===== config.mk =====
export PLATFORM = sky130hd
export DESIGN_NAME = round_robin_lottery_thread_scheduler
export DESIGN_NICKNAME = d
export VERILOG_FILES = /design/src/sv/rrlts_pkg.sv /design/src/sv/rrlts_ram.sv /design/src/sv/round_robin_lottery_thread_scheduler.sv
export SDC_FILE = /design/constraint.sdc
export NUM_CORES = 2
export LEC_CHECK = 0
export ABC_AREA = 1
export BUFFER_PORTS_ARGS = -buffer_cell sky130_fd_sc_hd__buf_4
export CORE_UTILIZATION = 42
export CTS_BUF_LIST = sky130_fd_sc_hd__clkbuf_8
export CTS_CLUSTER_DIAMETER = 40
export DETAILED_ROUTE_END_ITERATION = 8
export PLACE_DENSITY_LB_ADDON = 0.1
export SLEW_MARGIN = 20
export SYNTH_ARGS = -nofsm -noshare
export SYNTH_HDL_FRONTEND = slang
export SYNTH_HIERARCHICAL = 1
export SYNTH_SLANG_ARGS = --single-unit

===== constraint.sdc =====
create_clock -name clock -period 6.8 [get_ports clock]
set_input_delay 0.34 -clock clock [delete_from_list [all_inputs] [get_ports clock]]
set_output_delay 0.34 -clock clock [all_outputs]
set_load 0.02 [all_outputs]

===== src/sv/rrlts_pkg.sv =====
package rrlts_pkg;

   localparam int TICKET_W = 15;

   typedef enum logic [3:0] {
      ST_IDLE,
      ST_DISPATCH,
      ST_WAKE_WT,
      ST_WAKE_APP,
      ST_RESCHED,
      ST_WALK,
      ST_PICK_RL,
      ST_PICK_WT,
      ST_PICK_GOT,
      ST_SHIFT,
      ST_FINISH,
      ST_DONE
   } state_type;

   typedef logic [2:0] status_type;

   localparam status_type STATUS_OK           = 3'd0;
   localparam status_type STATUS_READY_EMPTY  = 3'd1;
   localparam status_type STATUS_TABLE_FULL   = 3'd2;
   localparam status_type STATUS_SLEEP_EMPTY  = 3'd3;
   localparam status_type STATUS_TICKET_RANGE = 3'd4;

   typedef logic [1:0] kind_type;

   localparam kind_type KIND_CREATE  = 2'd0;
   localparam kind_type KIND_PREEMPT = 2'd1;
   localparam kind_type KIND_SLEEP   = 2'd2;
   localparam kind_type KIND_WAKE    = 2'd3;

endpackage


===== src/sv/rrlts_ram.sv =====
module rrlts_ram #(
   parameter int DEPTH = 128,
   parameter int WIDTH = 8
) (
   input  logic                     clock,
   input  logic                     write_enable,
   input  logic [$clog2(DEPTH)-1:0] write_addr,
   input  logic [WIDTH-1:0]         write_data,
   input  logic [$clog2(DEPTH)-1:0] read_addr,
   output logic [WIDTH-1:0]         read_data_ff
);

   logic [WIDTH-1:0] mem [DEPTH];

   always_ff @(posedge clock) begin
      if (write_enable) begin
         mem[write_addr] <= write_data;
      end
   end

   always_ff @(posedge clock) begin
      read_data_ff <= mem[read_addr];
   end

endmodule


===== src/sv/round_robin_lottery_thread_scheduler.sv =====
// A create, a sleep-queue error or a table error finishes without a list walk; a preempt,
// sleep or wake with a nonempty ready list shifts the list from the picked position to the
// list end, and in lottery mode first walks the list up to the winner (an out-of-range ticket picks the last entry).
// One request is handled at a time; busy stays high until the result strobe.
// The ready list, sleep ring and weight table are single-port-write memories; reset is
// synchronous, needs no clearing pass, and results cannot be stalled by the receiver.
module round_robin_lottery_thread_scheduler #(
   parameter int THREAD_SLOTS = 128,
   parameter int WEIGHT_BITS  = 8
) (
   input  logic                                 clock,
   input  logic                                 reset,
   input  logic                                 start,
   output logic                                 busy,
   input  logic [1:0]                           req_kind,
   input  logic [WEIGHT_BITS-1:0]               req_weight,
   input  logic [rrlts_pkg::TICKET_W-1:0]       req_ticket,
   output logic                                 rsp_strobe,
   output logic [$clog2(THREAD_SLOTS)-1:0]      rsp_running_id,
   output logic                                 rsp_running_valid,
   output logic [$clog2(THREAD_SLOTS)-1:0]      rsp_created_id,
   output logic [2:0]                           rsp_status,
   output logic [$clog2(THREAD_SLOTS):0]        rsp_ready_count,
   input  logic                                 csr_write_enable,
   input  logic                                 csr_write_data
);

   localparam int ID_W  = $clog2(THREAD_SLOTS);
   localparam int SUM_W = WEIGHT_BITS + ID_W;
   localparam int CMP_W = (SUM_W > rrlts_pkg::TICKET_W) ? SUM_W : rrlts_pkg::TICKET_W;
   localparam logic [ID_W:0]   SLOTS_C = (ID_W+1)'(THREAD_SLOTS);
   localparam logic [ID_W-1:0] LAST_C  = ID_W'(THREAD_SLOTS - 1);

   rrlts_pkg::state_type state_ff, state_in;
   logic                   mode_ff;
   rrlts_pkg::kind_type    kind_ff;
   logic [WEIGHT_BITS-1:0] weight_ff;
   logic [rrlts_pkg::TICKET_W-1:0] ticket_ff;
   rrlts_pkg::status_type  status_ff, status_in;
   logic [ID_W-1:0]        created_ff, created_in;
   logic [ID_W:0]          total_ff, total_in;
   logic [SUM_W-1:0]       wsum_ff, wsum_in;
   logic [ID_W-1:0]        shead_ff, shead_in;
   logic [ID_W:0]          stotal_ff, stotal_in;
   logic [ID_W:0]          made_ff, made_in;
   logic [ID_W-1:0]        cur_ff, cur_in;
   logic [WEIGHT_BITS-1:0] curw_ff, curw_in;
   logic                   curv_ff, curv_in;
   logic [ID_W-1:0]        pos_ff, pos_in;
   logic [ID_W-1:0]        picked_ff, picked_in;
   logic [WEIGHT_BITS-1:0] pickw_ff, pickw_in;
   logic [ID_W:0]          walk_rd_ff, walk_rd_in;
   logic                   v1_ff, v1_in, v2_ff, v2_in;
   logic [ID_W-1:0]        sidx_ff, sidx_in;
   logic [SUM_W-1:0]       run_ff, run_in;
   logic [ID_W:0]          sh_rd_ff, sh_rd_in;
   logic                   shv_ff, shv_in;
   logic [ID_W-1:0]        wa_ff, wa_in;

   logic                   rl_we, wt_we, sr_we;
   logic [ID_W-1:0]        rl_waddr, rl_wdata, rl_raddr, rl_q;
   logic [ID_W-1:0]        wt_waddr, wt_raddr;
   logic [WEIGHT_BITS-1:0] wt_wdata, wt_q;
   logic [ID_W-1:0]        sr_waddr, sr_wdata, sr_q;

   logic                   accept;
   logic [SUM_W-1:0]       run_sum;
   logic [ID_W:0]          total_dec;
   logic [SUM_W-1:0]       wsum_dec;
   logic [ID_W:0]          tail_sum;

   assign accept   = start && !busy;
   assign run_sum  = run_ff + SUM_W'(wt_q);
   assign total_dec = total_ff - 1'b1;
   assign wsum_dec = wsum_ff - SUM_W'(pickw_ff);
   assign tail_sum = {1'b0, shead_ff} + stotal_ff;

   rrlts_ram #(.DEPTH(THREAD_SLOTS), .WIDTH(ID_W)) ready_ram (
      .clock(clock), .write_enable(rl_we), .write_addr(rl_waddr), .write_data(rl_wdata),
      .read_addr(rl_raddr), .read_data_ff(rl_q)
   );

   rrlts_ram #(.DEPTH(THREAD_SLOTS), .WIDTH(WEIGHT_BITS)) weight_ram (
      .clock(clock), .write_enable(wt_we), .write_addr(wt_waddr), .write_data(wt_wdata),
      .read_addr(wt_raddr), .read_data_ff(wt_q)
   );

   rrlts_ram #(.DEPTH(THREAD_SLOTS), .WIDTH(ID_W)) sleep_ram (
      .clock(clock), .write_enable(sr_we), .write_addr(sr_waddr), .write_data(sr_wdata),
      .read_addr(shead_ff), .read_data_ff(sr_q)
   );

   always_ff @(posedge clock) begin
      if (reset) begin
         state_ff  <= rrlts_pkg::ST_IDLE;
         mode_ff   <= 1'b0;
         total_ff  <= '0;
         wsum_ff   <= '0;
         shead_ff  <= '0;
         stotal_ff <= '0;
         made_ff   <= '0;
         cur_ff    <= '0;
         curv_ff   <= 1'b0;
      end else begin
         state_ff  <= state_in;
         if (csr_write_enable) begin
            mode_ff <= csr_write_data;
         end
         total_ff  <= total_in;
         wsum_ff   <= wsum_in;
         shead_ff  <= shead_in;
         stotal_ff <= stotal_in;
         made_ff   <= made_in;
         cur_ff    <= cur_in;
         curv_ff   <= curv_in;
      end
   end

   always_ff @(posedge clock) begin
      if (accept) begin
         kind_ff   <= rrlts_pkg::kind_type'(req_kind);
         weight_ff <= req_weight;
         ticket_ff <= req_ticket;
      end
      status_ff  <= status_in;
      created_ff <= created_in;
      curw_ff    <= curw_in;
      pos_ff     <= pos_in;
      picked_ff  <= picked_in;
      pickw_ff   <= pickw_in;
      walk_rd_ff <= walk_rd_in;
      v1_ff      <= v1_in;
      v2_ff      <= v2_in;
      sidx_ff    <= sidx_in;
      run_ff     <= run_in;
      sh_rd_ff   <= sh_rd_in;
      shv_ff     <= shv_in;
      wa_ff      <= wa_in;
   end

   always_comb begin
      state_in   = state_ff;
      status_in  = status_ff;
      created_in = created_ff;
      total_in   = total_ff;
      wsum_in    = wsum_ff;
      shead_in   = shead_ff;
      stotal_in  = stotal_ff;
      made_in    = made_ff;
      cur_in     = cur_ff;
      curw_in    = curw_ff;
      curv_in    = curv_ff;
      pos_in     = pos_ff;
      picked_in  = picked_ff;
      pickw_in   = pickw_ff;
      walk_rd_in = walk_rd_ff;
      v1_in      = 1'b0;
      v2_in      = 1'b0;
      sidx_in    = sidx_ff;
      run_in     = run_ff;
      sh_rd_in   = sh_rd_ff;
      shv_in     = 1'b0;
      wa_in      = wa_ff;
      rl_we      = 1'b0;
      rl_waddr   = total_ff[ID_W-1:0];
      rl_wdata   = made_ff[ID_W-1:0];
      rl_raddr   = pos_ff;
      wt_we      = 1'b0;
      wt_waddr   = made_ff[ID_W-1:0];
      wt_wdata   = '0;
      wt_raddr   = rl_q;
      sr_we      = 1'b0;
      sr_waddr   = (tail_sum >= SLOTS_C) ? ID_W'(tail_sum - SLOTS_C) : tail_sum[ID_W-1:0];
      sr_wdata   = cur_ff;
      busy       = (state_ff != rrlts_pkg::ST_IDLE);
      rsp_strobe = 1'b0;

      case (state_ff)
         rrlts_pkg::ST_IDLE: begin
            if (start) begin
               status_in  = rrlts_pkg::STATUS_OK;
               created_in = '0;
               state_in   = rrlts_pkg::ST_DISPATCH;
            end
         end
         rrlts_pkg::ST_DISPATCH: begin
            case (kind_ff)
               rrlts_pkg::KIND_CREATE: begin
                  state_in = rrlts_pkg::ST_DONE;
                  if (made_ff >= SLOTS_C) begin
                     status_in = rrlts_pkg::STATUS_TABLE_FULL;
                  end else begin
                     if (mode_ff) begin
                        wt_wdata = (weight_ff == '0) ? WEIGHT_BITS'(1) : weight_ff;
                     end
                     wt_we      = 1'b1;
                     created_in = made_ff[ID_W-1:0];
                     made_in    = made_ff + 1'b1;
                     if (total_ff < SLOTS_C) begin
                        rl_we    = 1'b1;
                        total_in = total_ff + 1'b1;
                        wsum_in  = wsum_ff + SUM_W'(wt_wdata);
                     end
                  end
               end
               rrlts_pkg::KIND_WAKE: begin
                  if (stotal_ff == '0) begin
                     status_in = rrlts_pkg::STATUS_SLEEP_EMPTY;
                     state_in  = rrlts_pkg::ST_DONE;
                  end else begin
                     state_in = rrlts_pkg::ST_WAKE_WT;
                  end
               end
               default: begin
                  state_in = rrlts_pkg::ST_RESCHED;
               end
            endcase
         end
         rrlts_pkg::ST_WAKE_WT: begin
            wt_raddr = sr_q;
            state_in = rrlts_pkg::ST_WAKE_APP;
         end
         rrlts_pkg::ST_WAKE_APP: begin
            shead_in  = (shead_ff == LAST_C) ? '0 : shead_ff + 1'b1;
            stotal_in = stotal_ff - 1'b1;
            if (total_ff < SLOTS_C) begin
               rl_we    = 1'b1;
               rl_wdata = sr_q;
               total_in = total_ff + 1'b1;
               wsum_in  = wsum_ff + SUM_W'(wt_q);
            end
            state_in = rrlts_pkg::ST_RESCHED;
         end
         rrlts_pkg::ST_RESCHED: begin
            walk_rd_in = '0;
            sidx_in    = '0;
            run_in     = '0;
            if (total_ff == '0) begin
               status_in = rrlts_pkg::STATUS_READY_EMPTY;
               state_in  = rrlts_pkg::ST_DONE;
            end else if (!mode_ff) begin
               pos_in   = '0;
               state_in = rrlts_pkg::ST_PICK_RL;
            end else if (CMP_W'(ticket_ff) >= CMP_W'(wsum_ff)) begin
               pos_in    = total_dec[ID_W-1:0];
               status_in = rrlts_pkg::STATUS_TICKET_RANGE;
               state_in  = rrlts_pkg::ST_PICK_RL;
            end else begin
               state_in = rrlts_pkg::ST_WALK;
            end
         end
         rrlts_pkg::ST_WALK: begin
            rl_raddr = (walk_rd_ff < total_ff) ? walk_rd_ff[ID_W-1:0] : '0;
            if (walk_rd_ff < total_ff) begin
               v1_in      = 1'b1;
               walk_rd_in = walk_rd_ff + 1'b1;
            end
            v2_in = v1_ff;
            if (v2_ff) begin
               if (CMP_W'(ticket_ff) < CMP_W'(run_sum)) begin
                  pos_in   = sidx_ff;
                  state_in = rrlts_pkg::ST_PICK_RL;
               end else begin
                  run_in  = run_sum;
                  sidx_in = sidx_ff + 1'b1;
               end
            end
         end
         rrlts_pkg::ST_PICK_RL: begin
            state_in = rrlts_pkg::ST_PICK_WT;
         end
         rrlts_pkg::ST_PICK_WT: begin
            picked_in = rl_q;
            state_in  = rrlts_pkg::ST_PICK_GOT;
         end
         rrlts_pkg::ST_PICK_GOT: begin
            pickw_in = wt_q;
            sh_rd_in = {1'b0, pos_ff} + 1'b1;
            state_in = rrlts_pkg::ST_SHIFT;
         end
         rrlts_pkg::ST_SHIFT: begin
            rl_raddr = (sh_rd_ff < total_ff) ? sh_rd_ff[ID_W-1:0] : '0;
            if (shv_ff) begin
               rl_we    = 1'b1;
               rl_waddr = wa_ff;
               rl_wdata = rl_q;
            end
            if (sh_rd_ff < total_ff) begin
               shv_in   = 1'b1;
               wa_in    = sh_rd_ff[ID_W-1:0] - 1'b1;
               sh_rd_in = sh_rd_ff + 1'b1;
            end else if (!shv_ff) begin
               state_in = rrlts_pkg::ST_FINISH;
            end
         end
         rrlts_pkg::ST_FINISH: begin
            total_in = total_dec;
            wsum_in  = wsum_dec;
            if (curv_ff) begin
               if (kind_ff == rrlts_pkg::KIND_SLEEP) begin
                  if (stotal_ff < SLOTS_C) begin
                     sr_we     = 1'b1;
                     stotal_in = stotal_ff + 1'b1;
                  end
               end else begin
                  rl_we    = 1'b1;
                  rl_waddr = total_dec[ID_W-1:0];
                  rl_wdata = cur_ff;
                  total_in = total_ff;
                  wsum_in  = wsum_dec + SUM_W'(curw_ff);
               end
            end
            cur_in   = picked_ff;
            curw_in  = pickw_ff;
            curv_in  = 1'b1;
            state_in = rrlts_pkg::ST_DONE;
         end
         rrlts_pkg::ST_DONE: begin
            rsp_strobe = 1'b1;
            state_in   = rrlts_pkg::ST_IDLE;
         end
         default: begin
            state_in = rrlts_pkg::ST_IDLE;
         end
      endcase
   end

   assign rsp_running_id    = curv_ff ? cur_ff : '0;
   assign rsp_running_valid = curv_ff;
   assign rsp_created_id    = created_ff;
   assign rsp_status        = status_ff;
   assign rsp_ready_count   = total_ff;

   a_accept_busy: assert property (@(posedge clock) disable iff (reset)
      accept |=> busy)
      else $error("accepted request did not raise busy");

   a_single_strobe: assert property (@(posedge clock) disable iff (reset)
      rsp_strobe |=> !rsp_strobe)
      else $error("result strobe held longer than one cycle");

   a_total_bound: assert property (@(posedge clock) disable iff (reset)
      total_ff <= SLOTS_C)
      else $error("ready count exceeds thread slots");

   a_pick_running: assert property (@(posedge clock) disable iff (reset)
      rsp_strobe && (rsp_status == rrlts_pkg::STATUS_TICKET_RANGE) |-> rsp_running_valid)
      else $error("lottery pick left nothing running");

endmodule

-- Word-level counts from Yosys, hierarchy flattened
Memories as Yosys holds them, arrays and structs flattened. A register that Yosys moved wholly into a read port is not among the register bits.
Cells that the tools add are included.
- memory bits (writable): 2816
- flip-flop bits (word level): 172
- output and inout bits: 28
- logic and storage cells: 222
- memories: 3
- input port bits: 30
- memory list (name ; depth ; bits a word ; rd ports ; clocked after Yosys merged registers in ; write ports ; line ; text):
    weight_ram.mem ; 128 ; 8 ; 1 ; 1 ; 1 ; rrlts_ram.sv:13 ; logic [WIDTH-1:0] mem [DEPTH];
    ready_ram.mem ; 128 ; 7 ; 1 ; 1 ; 1 ; rrlts_ram.sv:13 ;
    sleep_ram.mem ; 128 ; 7 ; 1 ; 1 ; 1 ; rrlts_ram.sv:13 ;
- add/sub/neg operators: 18
- equal/unequal tests: 37
- $lt $le $gt $ge: 8
- bitwise operators: 1
- reduce and logical (&&, ||, !) cells: 26
- mux-type cells: 103
- operators by type and width (kind ; number):
    $mux 7 ; 23
    $mux 8 ; 18
    $mux 15 ; 8
    $pmux 7 s2 ; 5
    $add 15x8->15 ; 4
    $pmux 8 s2 ; 3
    $pmux 15 s3 ; 1
    $pmux 4 s11 ; 1
    $add 8x1->8 const B ; 5
    $ne 2x2->1 const B ; 15
    $pmux 15 s2 ; 1
    $mux 4 ; 7
    $logic_not 8->1 ; 3
    $pmux 8 s3 ; 1
    $mux 1 ; 22
    $pmux 7 s3 ; 1
    $mux 3 ; 6
    $ne 3x3->1 const B ; 6
    $eq 4x3->1 const B ; 4
    $eq 4x4->1 const B ; 4
    $ge 8x8->1 const B ; 2
    $lt 8x8->1 ; 2
    $lt 8x8->1 const B ; 2
    $sub 8x1->8 const B ; 2
    31 further kinds ; 47

-- Longest topological paths before layout
- depth after elaboration: 11
- depth in mapped cells: 25
- depth with buffers taken out: 22

-- By module
Netlist, hierarchy kept.
- modules (own cells, without submodules) (module ; cells each ; seq. area each (um^2) ; instances ; area each (um^2)):
    rrlts_ram (ready_ram ...) ; 3152 ; 27045.9 ; 2 ; 37091.8
    rrlts_ram (weight_ram) ; 3575 ; 30909.6 ; 1 ; 42104.1
    round_robin_lottery_thread_scheduler ; 1427 ; 4544.4 ; 1 ; 11383.4

-- Least setup slack after synthesis
OpenSTA, ideal clock, no wires.
- path type: register to register
- start: register state_ff[0]
- end: memory weight_ram.mem[0][4], data pin
- buffers on the path: 1
- data required time: 5.648 ns
- setup time: 1.152 ns
- stages on the path, launching flop included: 10
- data arrival time: 6.097 ns
- path slack: -0.448 ns
- period minus slack after synthesis: 7.248 ns
- path through: dfxtp_1 -> inv_2 -> nor2_2 -> inv_2 -> nor2_8 -> inv_4 -> nor3_4 -> inv_2 -> clkbuf_1 -> nor3_1
- longest elaborated chain between the ends: 2
- ends and longest elaborated chain (element ; line ; text):
    start, declared ; round_robin_lottery_thread_scheduler.sv:34 ; rrlts_pkg::state_type state_ff, state_in;
    start signal, assigned ; round_robin_lottery_thread_scheduler.sv:95 ; state_ff <= rrlts_pkg::ST_IDLE;
    start signal, assigned ; round_robin_lottery_thread_scheduler.sv:105 ; state_ff <= state_in;
    $eq 4x1->1 ; round_robin_lottery_thread_scheduler.sv:178 ; case (state_ff)
    $mux 8 ; round_robin_lottery_thread_scheduler.sv:178 ;
    via wt_wdata[4] ; round_robin_lottery_thread_scheduler.sv:63 ; logic [WEIGHT_BITS-1:0] wt_wdata, wt_q;
    end, declared ; rrlts_ram.sv:13 ;
The timed path passes the listed nets, and every way through them passes these cells.

-- Final worst setup path
- start: register total_ff[7] (netlist: rsp_ready_count[7])
- end: register ready_ram.read_data_ff[4] (read register of ready_ram.mem)
- longest elaborated chain between the ends: 3
- elaborated cells on any way between the ends: 5
- classes of those cells: order compare: 2; mux: 3
- ends and longest elaborated chain (element ; line ; text):
    start, declared ; round_robin_lottery_thread_scheduler.sv:41 ; logic [ID_W:0] total_ff, total_in;
    start signal, assigned ; round_robin_lottery_thread_scheduler.sv:109 ; total_ff <= total_in;
    $lt 8x8->1, on equally long branches ; round_robin_lottery_thread_scheduler.sv:282, round_robin_lottery_thread_scheduler.sv:253 ;
    $mux 7, on equally long branches ; round_robin_lottery_thread_scheduler.sv:282, round_robin_lottery_thread_scheduler.sv:253 ;
    $pmux 7 s2 (*) ; round_robin_lottery_thread_scheduler.sv:178 ;
    via rl_raddr[0] ; round_robin_lottery_thread_scheduler.sv:61 ; logic [ID_W-1:0] rl_waddr, rl_wdata, rl_raddr, rl_q;
    end, declared ; rrlts_ram.sv:10 ; output logic [WIDTH-1:0] read_data_ff
Mark *: on every way through the listed nets, which the timed path passes. The rest lies on a longest branch.
A chain may end at the register's enable or synchronous reset.

==> flow_metrics.env <==
export IMPL_status="finished, final reports clean"
export IMPL_r2r_start="rsp_ready_count[7]"
export IMPL_path_buf_inv=4
export IMPL_crit_arrival_ns=6.36
export IMPL_slowest_stage="o221ai_4"
export IMPL_worst_slew_pin_slew_ns=1.11
export IMPL_crit_chain="clkinv_1 -> ha_1 -> a21oi_1 -> o21a_1 -> nand2_1 -> inv_1 -> nand2_1 -> o221ai_4 -> clkinv_8 -> buf_12 -> nand2_1 -> nand3_1 -> nand3_1 -> nand3_1 -> nand2_1 -> nand2_1 -> nand3_1 -> nand2_1 -> nand2_1 -> nand2_1"
export IMPL_io_pins=58
export IMPL_syn_inst=11306
export IMPL_nNetsFinal=11572
export IMPL_cts_buffers=558
export IMPL_initial_core_util=0.422
export IMPL_floorplan_die_area_sq_um=306000
export IMPL_crit_cells=20
export IMPL_power_density_cell_area_nw_per_um2=367
export IMPL_hold_class="input port to flip-flop"
export IMPL_die_height_microns=553
export IMPL_grt_antenna_before_repair=9
export IMPL_maxSlewViolCount=0
export IMPL_rrSetupSlack_ns=1.46
export IMPL_setup_tns_ns=0
export IMPL_fin_crit_sh=0.785
export IMPL_critPathLaunchType="flip-flop"
export IMPL_avgSynthCellArea_sq_um=11.3
export IMPL_area_growth_pct=11.0
export IMPL_clkTransAtPathRegs_ns=0.05
export IMPL_drt_iter0_markers=7693
export IMPL_drc=0
export IMPL_yosysTopAreaCell="edfxtp_1"
export IMPL_portBuffers=57
export IMPL_p_leak_nw=52.5
export IMPL_cts_tree="built"
export IMPL_path_max_fanout=153
export IMPL_gr_total_overflow=0
export IMPL_rows=202
export IMPL_setup_violations_final=0
export IMPL_max_slew_margin=0.258
export IMPL_synthTopCellsByArea="edfxtp_1, nand2_1, nand3_1, nor2_1, dfxtp_1"
export IMPL_ff2ff_path_depth=20
export IMPL_drv_cap=0
export IMPL_synth_top_area_share=0.688
export IMPL_vias=86325
export IMPL_dpl_hpwl_microns=209000
export IMPL_criticalPathCategory="flip-flop to flip-flop"
export IMPL_synth_edf_count=2926
export IMPL_die_w_microns=553
export IMPL_grt_max_degree=214
export IMPL_dr_pass1_iters=6
export IMPL_stdcell_count=15840
export IMPL_rsz0062_at_grt="no"
export IMPL_min_from="req_weight[1]"
export IMPL_ys_ff_latch=3010
export IMPL_cts_root_buffer="clkbuf_8"
export IMPL_synthArstFlopShare=0
export IMPL_cp_required_ns=7.82
export IMPL_grt_util_all_layers=0.235
export IMPL_dp_cells=14801
export IMPL_synthFlopType="edfxtp_1"
export IMPL_cts_resized=0
export IMPL_grt_pass1_vias=83730
export IMPL_synth_distinct_cells=51
export IMPL_max_freq_mhz=187
export IMPL_syn_nets=11441
export IMPL_fin_total_pwr_mw=52.0
export IMPL_grt_pass1_wl_microns=547000
export IMPL_wl_per_cell_microns=23.3
export IMPL_routed_wl_microns=369000
export IMPL_cts_sinks=3010
export IMPL_cpLargestDelayFamily="simple AND/OR/NAND/NOR gates"
export IMPL_final_util=0.468
export IMPL_min_period_ns=5.34
export IMPL_clock_latency_ns=1.15
export IMPL_max_stage_delay_ns=0.73
export IMPL_cts_max_path_buffers=4
export IMPL_final_antenna_net_count=0
export IMPL_core_sq_um=303000
export IMPL_drive_gt1_frac=0.0821
export IMPL_yosysWarnings=6
export IMPL_cp_startpoint="rsp_ready_count[7]"
export IMPL_gp_congestion=0.865
export IMPL_syn_area_sq_um=128000
export IMPL_htreeDepth=6
export IMPL_r2r_end="ready_ram/read_data_ff[4]"
export IMPL_ys_top_cells_by_count="nand2_1, edfxtp_1, nand3_1"
export IMPL_finClkSkew_ns=0.0892
export IMPL_end_kind="flip-flop"
export IMPL_crit_path_end="ready_ram/read_data_ff[4]"
export IMPL_ys_seq_area_frac=0.701
export IMPL_yosysMostFrequentCell="nand2_1"
export IMPL_irDropWorstVdd_uv=435
export IMPL_fillers=27740
export IMPL_cp_common_cell="nand2_1"
export IMPL_viasPerCell=5.45
export IMPL_hold_viol_final=0
[routing by layer]
metal / up-vias / wire length, microns / track usage
li1: 40030 / - / -
met1: 42652 / 161000 / 0.330
met2: 3014 / 171000 / 0.373
met3: 629 / 23700 / 0.0351
met4: 0 / 12400 / 0.0842
met5: - / 0 / 0
[worst register-to-register path: stages, from the launching register on]
cell	delay, ns
dfxtp_1	0.38
clkinv_1	0.29
ha_1	0.41
a21oi_1	0.14
o21a_1	0.13
nand2_1	0.20
inv_1	0.12
nand2_1	0.23
o221ai_4	0.73
clkinv_8	0.68
buf_12	0.66
nand2_1	0.28
nand3_1	0.08
nand3_1	0.13
nand3_1	0.15
nand2_1	0.12
nand2_1	0.05
nand3_1	0.20
nand2_1	0.13
nand2_1	0.09
nand2_1	0.06
[flip-flops by register name, indices dropped and copies added, names as in the netlist, 8 cells and up]
name                     flops
run_ff                      15
stotal_ff                    8
weight_ram/read_data_ff      8
sh_rd_ff                     8
made_ff                      8
pickw_ff                     8
weight_ff                    8
rsp_ready_count              8
walk_rd_ff                   8
wsum_ff                     15
ready_ram/mem              896
ticket_ff                   15
curw_ff                      8
weight_ram/mem            1024
sleep_ram/mem              896
[cells by family (layout without fill, tap and decap cells)]
logic type      count (synthesis)  in the layout  share of synthesized area
simple gates                 6909           6909                      0.231
flops                        3010           3010                      0.701
buf+inv                       926           1477                     0.0400
compound gates                299            299                     0.0133
fa+ha+maj                     105            105                     0.0106
xor+xnor                       57             57                    0.00391
other cells                     0              5                          0
[placed cells by master (no fill, tap or decap), types with 49 or more instances in the layout]
| master | instances |
|---|---|
| clkbuf_8 | 572 |
| edfxtp_1 | 2926 |
| dfxtp_1 | 73 |
| ha_1 | 99 |
| inv_1 | 409 |
| buf_4 | 155 |
| nand3_1 | 2633 |
| nand2_1 | 3594 |
| clkinv_2 | 54 |
| a21oi_1 | 121 |
| nor2_1 | 567 |
| nor3_1 | 49 |
| clkinv_1 | 98 |
| o21ai_0 | 91 |
| dlygate4sd3_1 | 53 |
[area by class of cell]
cell class	instances	area (sq um)	share of cell area
clock inverters	408	2660	0.0187
clock buffers	572	7870	0.0555
well taps	3978	4980	0.0351
flip-flops and latches	3010	89600	0.632
repair buffers	237	2270	0.0160
multi-input cells	7370	33300	0.235
inverters	260	1050	0.00738
diodes	5	12.5	0.0000883
[per-stage QoR]
| stage | area, sq um | hold WS, ns | setup WS [ns] |
|---|---|---|---|
| finish | 142000 | 0.149 | 1.46 |
| floorplan | 128000 | 0.394 | 1.01 |
| CTS | 142000 | 0.00792 | 1.56 |
| global route | 142000 | 0.0666 | 1.16 |
| global placement | 131000 | 0.402 | 1.61 |
| detailed placement | 131000 | 0.404 | 1.58 |
[power by group]
group / internal (mW) / switching [mW]
clock network: 8.72 / 7.81
registers: 20.7 / 0.414
logic: 3.74 / 10.6
total: 33.2 / 18.8
[worst min path at each step]
stage / to / slack [ns] / cells after the start
detailed placement: v2_ff / 0.40 / 2
global placement: v2_ff / 0.40 / 2
finish: weight_ff[1] / 0.15 / 2
global route: weight_ff[1] / 0.07 / 2
CTS: weight_ff[1] / 0.008 / 2
floorplan: v2_ff / 0.39 / 2
[what timing repair did]
item | in CTS | in global routing
endpoints found under the hold margin | 78 | 0
setup endpoints to repair | 0 | 0
hold buffers | 53 | 0
buffers inserted | 0 | 0
No activity file was read; power rests on OpenSTA's default activity.
